## config.mk

```make
export PLATFORM = sky130hd
export DESIGN_NAME = pointer_motion_scroll_rotate
export DESIGN_NICKNAME = d
export VERILOG_FILES = /design/src/sv/pmsr_pkg.sv /design/src/sv/pmsr_scroll_axis.sv /design/src/sv/pmsr_rotate.sv /design/src/sv/pointer_motion_scroll_rotate.sv
export SDC_FILE = /design/constraint.sdc
export NUM_CORES = 1
export LEC_CHECK = 0
export CORE_MARGIN = 2
export CORE_UTILIZATION = 55
export CTS_CLUSTER_DIAMETER = 200
export DETAILED_ROUTE_END_ITERATION = 10
export DONT_BUFFER_PORTS = 1
export PLACE_DENSITY_LB_ADDON = 0.12
export SLEW_MARGIN = 25
export SYNTH_ARGS = -nofsm -noshare
export SYNTH_HDL_FRONTEND = slang
export SYNTH_HIERARCHICAL = 1
export SYNTH_SLANG_ARGS = --single-unit
```

## constraint.sdc

```tcl
create_clock -name i_clk -period 15.4 [get_ports i_clk]
set_input_delay 1.54 -clock i_clk [delete_from_list [all_inputs] [get_ports i_clk]]
set_output_delay 1.54 -clock i_clk [all_outputs]
set_load 0.005 [all_outputs]
```

## src/sv/pmsr_pkg.sv

```systemverilog
// Shared types, constants and coefficient ROM for the pointer motion block.
// Used by pmsr_scroll_axis, pmsr_rotate and pointer_motion_scroll_rotate.
`timescale 1ns / 1ps
`default_nettype none

package pmsr_pkg;

    // Angle table size and coefficient precision.
    localparam int ANGLE_COUNT    = 11;
    localparam int COEF_FRAC_BITS = 14;
    localparam int ROM_FRAC_BITS  = 30;
    localparam int ROM_ENTRIES    = 11;
    localparam int TAB_COUNT      = (ANGLE_COUNT < ROM_ENTRIES) ? ANGLE_COUNT : ROM_ENTRIES;
    localparam int OUT_LIMIT      = 127;

    // Field widths.
    localparam int DATA_W     = 8;
    localparam int ACC_W      = 10;
    localparam int IDX_W      = 4;
    localparam int THR_W      = 7;
    localparam int APB_ADDR_W = 5;
    localparam int APB_DATA_W = 32;

    // Register reset values.
    localparam logic             RST_DRAGSCROLL = 1'b0;
    localparam logic [IDX_W-1:0] RST_ROT_INDEX  = 4'd5;
    localparam logic [THR_W-1:0] RST_THRESHOLD  = 7'd6;
    localparam logic             RST_REV_X      = 1'b0;
    localparam logic             RST_REV_Y      = 1'b0;

    // Register indexes (byte address divided by four).
    typedef enum logic [2:0] {
        REG_DRAGSCROLL = 3'd0,
        REG_ROT_INDEX  = 3'd1,
        REG_THRESHOLD  = 3'd2,
        REG_REV_X      = 3'd3,
        REG_REV_Y      = 3'd4
    } t_reg_idx;

    // Input and result payloads.
    typedef struct packed {
        logic signed [DATA_W-1:0] dx;
        logic signed [DATA_W-1:0] dy;
        logic signed [DATA_W-1:0] wheel_h_in;
        logic signed [DATA_W-1:0] wheel_v_in;
    } t_motion_in;

    typedef struct packed {
        logic signed [DATA_W-1:0] out_x;
        logic signed [DATA_W-1:0] out_y;
        logic signed [DATA_W-1:0] wheel_h_out;
        logic signed [DATA_W-1:0] wheel_v_out;
    } t_motion_out;

    // Per-axis scroll settings.
    typedef struct packed {
        logic             reverse;
        logic [THR_W-1:0] threshold;
    } t_scroll_cfg;

    // Cos and sin of -75 to 75 degrees in 15 degree steps, 30 fraction bits.
    localparam logic signed [31:0] COS_ROM [ROM_ENTRIES] = '{
        32'sd277904834, 32'sd536870912, 32'sd759250125, 32'sd929887697,
        32'sd1037154959, 32'sd1073741824, 32'sd1037154959, 32'sd929887697,
        32'sd759250125, 32'sd536870912, 32'sd277904834
    };
    localparam logic signed [31:0] SIN_ROM [ROM_ENTRIES] = '{
        -32'sd1037154959, -32'sd929887697, -32'sd759250125, -32'sd536870912,
        -32'sd277904834, 32'sd0, 32'sd277904834, 32'sd536870912,
        32'sd759250125, 32'sd929887697, 32'sd1037154959
    };

    // Rounds a ROM entry half away from zero to the given fraction bits.
    // Called on constants only, so it folds away at elaboration.
    function automatic logic signed [31:0] rom_round(input logic signed [31:0] v,
                                                     input int frac);
        logic [31:0] mag;
        logic [31:0] rnd;
        int          sh;
        sh  = ROM_FRAC_BITS - frac;
        mag = v[31] ? 32'(-v) : 32'(v);
        rnd = (mag + (32'd1 << (sh - 1))) >> sh;
        return v[31] ? -$signed(rnd) : $signed(rnd);
    endfunction

endpackage

`default_nettype wire

```

## src/sv/pmsr_scroll_axis.sv

```systemverilog
// One drag-scroll axis: the kept accumulator and its threshold step.
// Depends on pmsr_pkg.
`timescale 1ns / 1ps
`default_nettype none

module pmsr_scroll_axis
    import pmsr_pkg::*;
(
    input  logic                     i_clk,
    input  logic                     i_rst_n,
    input  logic                     i_update,
    input  t_scroll_cfg              i_cfg,
    input  logic signed [DATA_W-1:0] i_delta,
    input  logic signed [DATA_W-1:0] i_wheel,
    output logic signed [DATA_W-1:0] o_wheel
);

    logic signed [ACC_W-1:0] r_acc;
    logic signed [ACC_W-1:0] n_acc;
    logic signed [ACC_W-1:0] w_sum;
    logic        [ACC_W-1:0] w_mag;
    logic                    w_step;

    // Add or subtract the delta, wrapping within the accumulator width.
    assign w_sum  = i_cfg.reverse ? (r_acc - ACC_W'(i_delta)) : (r_acc + ACC_W'(i_delta));
    assign w_mag  = w_sum[ACC_W-1] ? ACC_W'(-w_sum) : ACC_W'(w_sum);
    assign w_step = w_mag > ACC_W'(i_cfg.threshold);

    // A step clears the accumulator and replaces the wheel with the sign.
    assign n_acc   = w_step ? '0 : w_sum;
    assign o_wheel = w_step ? (w_sum[ACC_W-1] ? -8'sd1 : 8'sd1) : i_wheel;

    always_ff @(posedge i_clk) begin
        if (!i_rst_n) begin
            r_acc <= '0;
        end else if (i_update) begin
            r_acc <= n_acc;
        end
    end

endmodule

`default_nettype wire

```

## src/sv/pmsr_rotate.sv

```systemverilog
// Motion rotation: coefficient lookup, four products, rounding and clamping.
// Depends on pmsr_pkg.
`timescale 1ns / 1ps
`default_nettype none

module pmsr_rotate
    import pmsr_pkg::*;
#(
    parameter int COEF_FRAC = COEF_FRAC_BITS
) (
    input  logic signed [DATA_W-1:0] i_dx,
    input  logic signed [DATA_W-1:0] i_dy,
    input  logic        [IDX_W-1:0]  i_index,
    output logic signed [DATA_W-1:0] o_rx,
    output logic signed [DATA_W-1:0] o_ry
);

    // Coefficients reach 1.0, so two integer bits; sums gain headroom.
    localparam int CW = COEF_FRAC + 2;
    localparam int MW = CW + DATA_W;
    localparam int PW = MW + 1;

    logic signed [CW-1:0] w_cos_tab [ROM_ENTRIES];
    logic signed [CW-1:0] w_sin_tab [ROM_ENTRIES];
    logic        [IDX_W-1:0] w_idx;
    logic signed [CW-1:0] w_cos;
    logic signed [CW-1:0] w_sin;
    logic signed [MW-1:0] w_xc;
    logic signed [MW-1:0] w_xs;
    logic signed [MW-1:0] w_yc;
    logic signed [MW-1:0] w_ys;
    logic signed [PW-1:0] w_sum_x;
    logic signed [PW-1:0] w_sum_y;

    // Constant coefficient table rounded to the working precision.
    for (genvar g = 0; g < ROM_ENTRIES; g++) begin : g_tab
        assign w_cos_tab[g] = CW'(rom_round(COS_ROM[g], COEF_FRAC));
        assign w_sin_tab[g] = CW'(rom_round(SIN_ROM[g], COEF_FRAC));
    end

    // Indexes past the table end use the last entry.
    assign w_idx = (i_index < IDX_W'(TAB_COUNT)) ? i_index : IDX_W'(TAB_COUNT - 1);
    assign w_cos = w_cos_tab[w_idx];
    assign w_sin = w_sin_tab[w_idx];

    // Rotation by the negated angle.
    assign w_xc    = i_dx * w_cos;
    assign w_xs    = i_dx * w_sin;
    assign w_yc    = i_dy * w_cos;
    assign w_ys    = i_dy * w_sin;
    assign w_sum_x = PW'(w_xc) + PW'(w_ys);
    assign w_sum_y = PW'(w_yc) - PW'(w_xs);

    // Round half away from zero to an integer and saturate the magnitude.
    function automatic logic signed [DATA_W-1:0] round_clamp(input logic signed [PW-1:0] s);
        logic [PW-1:0]     mag;
        logic [PW-1:0]     rnd;
        logic [DATA_W-1:0] lim;
        mag = s[PW-1] ? PW'(-s) : PW'(s);
        rnd = (mag + (PW'(1) << (COEF_FRAC - 1))) >> COEF_FRAC;
        lim = (rnd > PW'(OUT_LIMIT)) ? DATA_W'(OUT_LIMIT) : rnd[DATA_W-1:0];
        return s[PW-1] ? -$signed(lim) : $signed(lim);
    endfunction

    assign o_rx = round_clamp(w_sum_x);
    assign o_ry = round_clamp(w_sum_y);

endmodule

`default_nettype wire

```

## src/sv/pointer_motion_scroll_rotate.sv

```systemverilog
// Pointer motion post-processing: drag-scroll accumulation or motion rotation.
// Input transfers load the input register; each item then moves into the result register,
// which drives o_out_valid. Throughput: one item per cycle while i_out_ready stays high,
// with a combinational rotate and scroll path between the two registers. Synchronous
// active-low reset clears the pipeline valids and both accumulators and loads register
// defaults. Depends on pmsr_pkg, pmsr_rotate, pmsr_scroll_axis.
`timescale 1ns / 1ps
`default_nettype none

module pointer_motion_scroll_rotate
    import pmsr_pkg::*;
#(
    parameter int COEF_FRAC = COEF_FRAC_BITS
) (
    input  logic                  i_clk,
    input  logic                  i_rst_n,
    // Configuration port
    input  logic                  psel,
    input  logic                  penable,
    input  logic                  pwrite,
    input  logic [APB_ADDR_W-1:0] paddr,
    input  logic [APB_DATA_W-1:0] pwdata,
    output logic [APB_DATA_W-1:0] prdata,
    output logic                  pready,
    // Motion reports in
    input  logic                  i_in_valid,
    output logic                  o_in_ready,
    input  t_motion_in            i_in_data,
    // Processed reports out
    output logic                  o_out_valid,
    input  logic                  i_out_ready,
    output t_motion_out           o_out_data
);

    logic             r_dragscroll;
    logic [IDX_W-1:0] r_rot_index;
    logic [THR_W-1:0] r_threshold;
    logic             r_rev_x;
    logic             r_rev_y;

    logic             r_s1_valid;
    t_motion_in       r_s1_data;
    logic             r_out_valid;
    t_motion_out      r_out_data;
    t_motion_out      n_out_data;

    logic             w_cfg_write;
    logic [2:0]       w_reg_idx;
    logic             w_out_free;
    logic             w_s1_adv;
    logic             w_in_xfer;
    t_scroll_cfg      w_cfg_x;
    t_scroll_cfg      w_cfg_y;
    logic signed [DATA_W-1:0] w_rx;
    logic signed [DATA_W-1:0] w_ry;
    logic signed [DATA_W-1:0] w_wheel_h;
    logic signed [DATA_W-1:0] w_wheel_v;

    // Register file access.
    assign pready      = 1'b1;
    assign w_reg_idx   = paddr[APB_ADDR_W-1:2];
    assign w_cfg_write = psel && penable && pwrite && pready;

    always_ff @(posedge i_clk) begin
        if (!i_rst_n) begin
            r_dragscroll <= RST_DRAGSCROLL;
            r_rot_index  <= RST_ROT_INDEX;
            r_threshold  <= RST_THRESHOLD;
            r_rev_x      <= RST_REV_X;
            r_rev_y      <= RST_REV_Y;
        end else if (w_cfg_write) begin
            unique case (w_reg_idx)
                REG_DRAGSCROLL: r_dragscroll <= pwdata[0];
                REG_ROT_INDEX:  r_rot_index  <= pwdata[IDX_W-1:0];
                REG_THRESHOLD:  r_threshold  <= pwdata[THR_W-1:0];
                REG_REV_X:      r_rev_x      <= pwdata[0];
                REG_REV_Y:      r_rev_y      <= pwdata[0];
                default: ;
            endcase
        end
    end

    // Read back of the registers.
    always_comb begin
        prdata = '0;
        unique case (w_reg_idx)
            REG_DRAGSCROLL: prdata = APB_DATA_W'(r_dragscroll);
            REG_ROT_INDEX:  prdata = APB_DATA_W'(r_rot_index);
            REG_THRESHOLD:  prdata = APB_DATA_W'(r_threshold);
            REG_REV_X:      prdata = APB_DATA_W'(r_rev_x);
            REG_REV_Y:      prdata = APB_DATA_W'(r_rev_y);
            default:        prdata = '0;
        endcase
    end

    // Pipeline flow: input register advances whenever the result register frees.
    assign w_out_free = !r_out_valid || i_out_ready;
    assign w_s1_adv   = r_s1_valid && w_out_free;
    assign o_in_ready = !r_s1_valid || w_s1_adv;
    assign w_in_xfer  = i_in_valid && o_in_ready;

    always_ff @(posedge i_clk) begin
        if (!i_rst_n) begin
            r_s1_valid  <= 1'b0;
            r_out_valid <= 1'b0;
        end else begin
            r_s1_valid  <= w_in_xfer || (r_s1_valid && !w_s1_adv);
            r_out_valid <= w_s1_adv || (r_out_valid && !i_out_ready);
        end
        if (w_in_xfer) begin
            r_s1_data <= i_in_data;
        end
        if (w_s1_adv) begin
            r_out_data <= n_out_data;
        end
    end

    // Drag-scroll axes update only on a transfer in drag-scroll mode.
    assign w_cfg_x = '{reverse: r_rev_x, threshold: r_threshold};
    assign w_cfg_y = '{reverse: r_rev_y, threshold: r_threshold};

    pmsr_scroll_axis u_scroll_x (
        .i_clk    (i_clk),
        .i_rst_n  (i_rst_n),
        .i_update (w_s1_adv && r_dragscroll),
        .i_cfg    (w_cfg_x),
        .i_delta  (r_s1_data.dx),
        .i_wheel  (r_s1_data.wheel_h_in),
        .o_wheel  (w_wheel_h)
    );

    pmsr_scroll_axis u_scroll_y (
        .i_clk    (i_clk),
        .i_rst_n  (i_rst_n),
        .i_update (w_s1_adv && r_dragscroll),
        .i_cfg    (w_cfg_y),
        .i_delta  (r_s1_data.dy),
        .i_wheel  (r_s1_data.wheel_v_in),
        .o_wheel  (w_wheel_v)
    );

    pmsr_rotate #(
        .COEF_FRAC (COEF_FRAC)
    ) u_rotate (
        .i_dx    (r_s1_data.dx),
        .i_dy    (r_s1_data.dy),
        .i_index (r_rot_index),
        .o_rx    (w_rx),
        .o_ry    (w_ry)
    );

    // Result selection by mode.
    always_comb begin
        if (r_dragscroll) begin
            n_out_data.out_x       = '0;
            n_out_data.out_y       = '0;
            n_out_data.wheel_h_out = w_wheel_h;
            n_out_data.wheel_v_out = w_wheel_v;
        end else begin
            n_out_data.out_x       = w_rx;
            n_out_data.out_y       = w_ry;
            n_out_data.wheel_h_out = r_s1_data.wheel_h_in;
            n_out_data.wheel_v_out = r_s1_data.wheel_v_in;
        end
    end

    assign o_out_valid = r_out_valid;
    assign o_out_data  = r_out_data;

endmodule

`default_nettype wire

```

==> impl_metrics.py <==
metrics = {
    "yosys": {
        "synth_common_cells": "inv_1, fa_1, nand2_1, ha_1, and2_1",
        "synth_ff_type": "edfxtp_1",
        "syn_area_mm2": 0.0248,
        "yosys_warnings": 6,
        "yosysMostFrequentCell": "inv_1",
        "ys_ff_latch": 100,
        "synth_cell_type_count": 106,
        "synthCells": 2735,
        "synth_area_per_cell_um2": 9.07,
        "synth_top_cell_area_share_pct": 35.4,
        "synth-edff-count": 64,
        "ys_seq_area_share_pct": 10.7,
        "yosys-top-cells-area": "fa_1, ha_1, inv_1, edfxtp_1, nand2_1",
        "async_flop_share_pct": 0,
        "yosys.area.top_type": "fa_1",
    },
    "global_route": {
        "grt_max_degree": 36,
        "grt_pass1_vias": 19100,
        "grt_pass1_wl_mm": 98.2,
        "antenna_found_initial": 1,
        "overflow": 0,
        "grt_usage_pct": 26.3,
    },
    "critical_path": {
        "slowest_stage": "dfxtp_1",
        "worst-path-max-fanout": 21,
        "cpPeakStageDelay_ns": 0.79,
        "crit_family": "adder cells",
        "setup.worst_path.start_class": "flip-flop",
        "critPathRequiredTime_ns": 15.52,
        "critical_path_arrival_ns": 12.00,
        "path_depth": 38,
        "end_kind": "flip-flop",
        "reg2reg_depth": 38,
        "path_class": "flip-flop to flip-flop",
        "worstPathBufferInverterCount": 6,
    },
    "cells_and_area": {
        "final_util_pct": 57.8,
        "areaGrowthSynthToFinish_pct": 3.39,
        "fin_nets": 3409,
        "layout-drive-gt1-share_pct": 5.03,
        "seqCellArea_mm2": 0.00264,
        "diodes": 0,
        "fillers": 3997,
        "multiInputGateArea_mm2": 0.0196,
    },
    "run_status": {
        "outcome": "complete, no violations",
    },
    "floorplanning": {
        "io_pins": 143,
        "coreArea_mm2": 0.0444,
        "initial_utilization_pct": 55.9,
        "rows": 77,
        "die_w_um": 216,
        "die_h_um": 216,
        "dieArea_mm2": 0.0468,
    },
    "power": {
        "power_leakage_nw": 12.1,
        "power.share.sequential_pct": 8.4,
        "ir_worst_vdd_uv": 659,
        "internal_power_w": 0.00206,
        "netSwitchingPower_w": 0.00251,
        "pwr-share-clk_pct": 5.1,
        "switching_share_pct": 55.0,
        "power-per-cell-area_mw_per_mm2": 178,
        "comb_power_share_pct": 86.4,
    },
    "clock_network": {
        "cts_root_buf": "clkbuf_16",
        "cts_tree": "built",
        "cts-resized-gates": 0,
        "post_cts_buffers": 0,
        "clkTransAtPathRegs_ns": 0.08,
        "clock-sinks": 100,
        "clock_path_buffers": 2,
        "cts_buffers": 9,
        "htree_levels": 3,
        "clk_latency_ns": 0.37,
        "ctsHoldBuffers": 0,
    },
    "sta": {
        "finalHoldViolations": 0,
        "fin_crit_sh_pct": 77.2,
        "worst_pin_slew_ns": 1.01,
        "max_freq_mhz": 84.1,
        "max-slew-margin-rel_pct": 32.3,
        "rsz0062_at_grt": "false",
        "fin_worst_skew_ns": 0.0116,
        "tns_ns": 0,
        "maxSlewViolCount": 0,
        "setup_viol": 0,
        "final.min_clock_period_ns": 11.89,
    },
    "job": {
        "maxCapViolCount": 0,
    },
    "worst_hold_path": {
        "min_delay_path_depth": 2,
        "hold_class": "flip-flop to flip-flop",
    },
    "routing": {
        "ant_nets": 0,
        "drtIter0Drc": 1123,
        "postRouteWirelength_mm": 59.2,
        "wire_per_inst_um": 18.1,
        "dr.pass1.iters": 5,
        "num_vias": 18124,
        "drc": 0,
        "vias_per_cell": 5.53,
    },
    "place": {
        "dp_hpwl_mm": 49.0,
        "gp_congestion": 0.927,
        "portBuffers": 0,
    },
}
[worst reg2reg max path, delay by kind of cell, from the launching register on]
kind,cells,cell delay (ns)
AOI/OAI and AO/OA,10,3.11
xor gates and xnor gates,2,0.41
adders and majority gates,10,4.33
buffers and inverters,6,0.39
DFF,1,0.79
and+or+nand+nor,10,2.60
[worst paths after layout]
kind	start	end	slack (ns)
worst max-delay path	r_rot_index[3]$_SDFFE_PN0P_	o_out_data[22]$_SDFFCE_PP0N_	3.51
worst min-delay path	u_scroll_x/r_acc[9]$_SDFFE_PN0P_	u_scroll_x/r_acc[9]$_SDFFE_PN0P_	0.47
worst max register to register	r_rot_index[3]$_SDFFE_PN0P_	o_out_data[22]$_SDFFCE_PP0N_	3.51
worst min register to register	u_scroll_x/r_acc[9]$_SDFFE_PN0P_	u_scroll_x/r_acc[9]$_SDFFE_PN0P_	0.47
[layout by cell type, fill, tap and decap left out, types with 7 or more instances in the layout]
master	Yosys	routed
xor2_1	35	35
o31ai_1	13	12
clkbuf_16	0	9
ha_1	213	213
o21ai_1	14	14
conb_1	3	27
and2_1	134	134
a211oi_1	20	19
nand2b_1	25	25
a21o_1	26	26
a22oi_1	7	7
o21bai_1	7	7
edfxtp_1	64	64
nand3_1	27	27
mux2i_1	22	22
nor3_1	29	29
nor2_1	124	124
and3_1	22	22
a32oi_1	12	12
a21oi_1	86	83
o211ai_1	13	13
nand2_1	253	253
a31oi_1	19	19
a211oi_2	8	9
o21a_1	14	14
mux2_2	22	22
nand3b_1	8	8
dfxtp_1	36	36
o21ai_0	74	73
xnor2_1	69	69
buf_4	28	35
fa_1	439	439
inv_1	565	565
nor4_1	11	11
nor2b_1	48	46
nand4_1	8	8
or2_2	12	12
o22ai_1	7	7
[sequential cells by signal (all words and copies together), names as in the netlist]
name	flops
o_out_data	32
r_s1_data	32
u_scroll_x/r_acc	10
u_scroll_y/r_acc	10
r_threshold	7
r_rot_index	4
o_out_valid	1
r_dragscroll	1
r_rev_x	1
r_rev_y	1
r_s1_valid	1
[power groups by stage]
stage          sequential, W  combinational [W]  clock (W)
2_1_floorplan       0.000387            0.00313          0
3_3_place_gp        0.000392            0.00380          0
5_1_grt             0.000389            0.00442   0.000247
6_report            0.000386            0.00395   0.000234
3_5_place_dp        0.000392            0.00391          0
4_1_cts             0.000387            0.00393   0.000240
[metrics by stage]
step	cells	setup slack, ns	hold WS, ns	total power [W]	area, um^2
floorplan	2759	4.66	0.434	0.00352	24900
CTS	3277	3.54	0.469	0.00456	25600
detailed placement	3261	3.58	0.456	0.00430	25300
finish	3278	3.51	0.465	0.00457	25700
global route	3278	2.79	0.489	0.00506	25700
global placement	3261	3.78	0.448	0.00420	25300
[metal layers]
metal  track usage [%]  wire (um)  share of wire, %  up-vias
met1              35.7      26400                45     9048
met5                 0         17             0.029        -
met3              2.88       2160               3.6       71
met2              45.8      29600                50      446
li1                  -          -                 -     8557
met4              5.09       1010               1.7        2
[area by class of cell]
class | instances | area share, %
Multi-Input combinational cell | 1969 | 76.3
Sequential cell | 100 | 10.3
Inverter | 565 | 8.27
Tap cell | 592 | 2.89
Timing Repair Buffer | 36 | 1.10
Clock buffer | 9 | 0.878
Clock inverter | 7 | 0.293
[cells by family after synthesis]
family	after synthesis	synth area share (%)
AO/OA/AOI/OAI	393	11.1
other	3	0.0454
buffers and inverters	690	11.0
AND/OR/NAND/NOR	745	15.3
adder cells (fa/ha/maj)	654	46.2
XOR/XNOR	106	3.80
multiplexers	44	1.89
flip-flops	100	10.7
(Power assumes the default switching activity.)
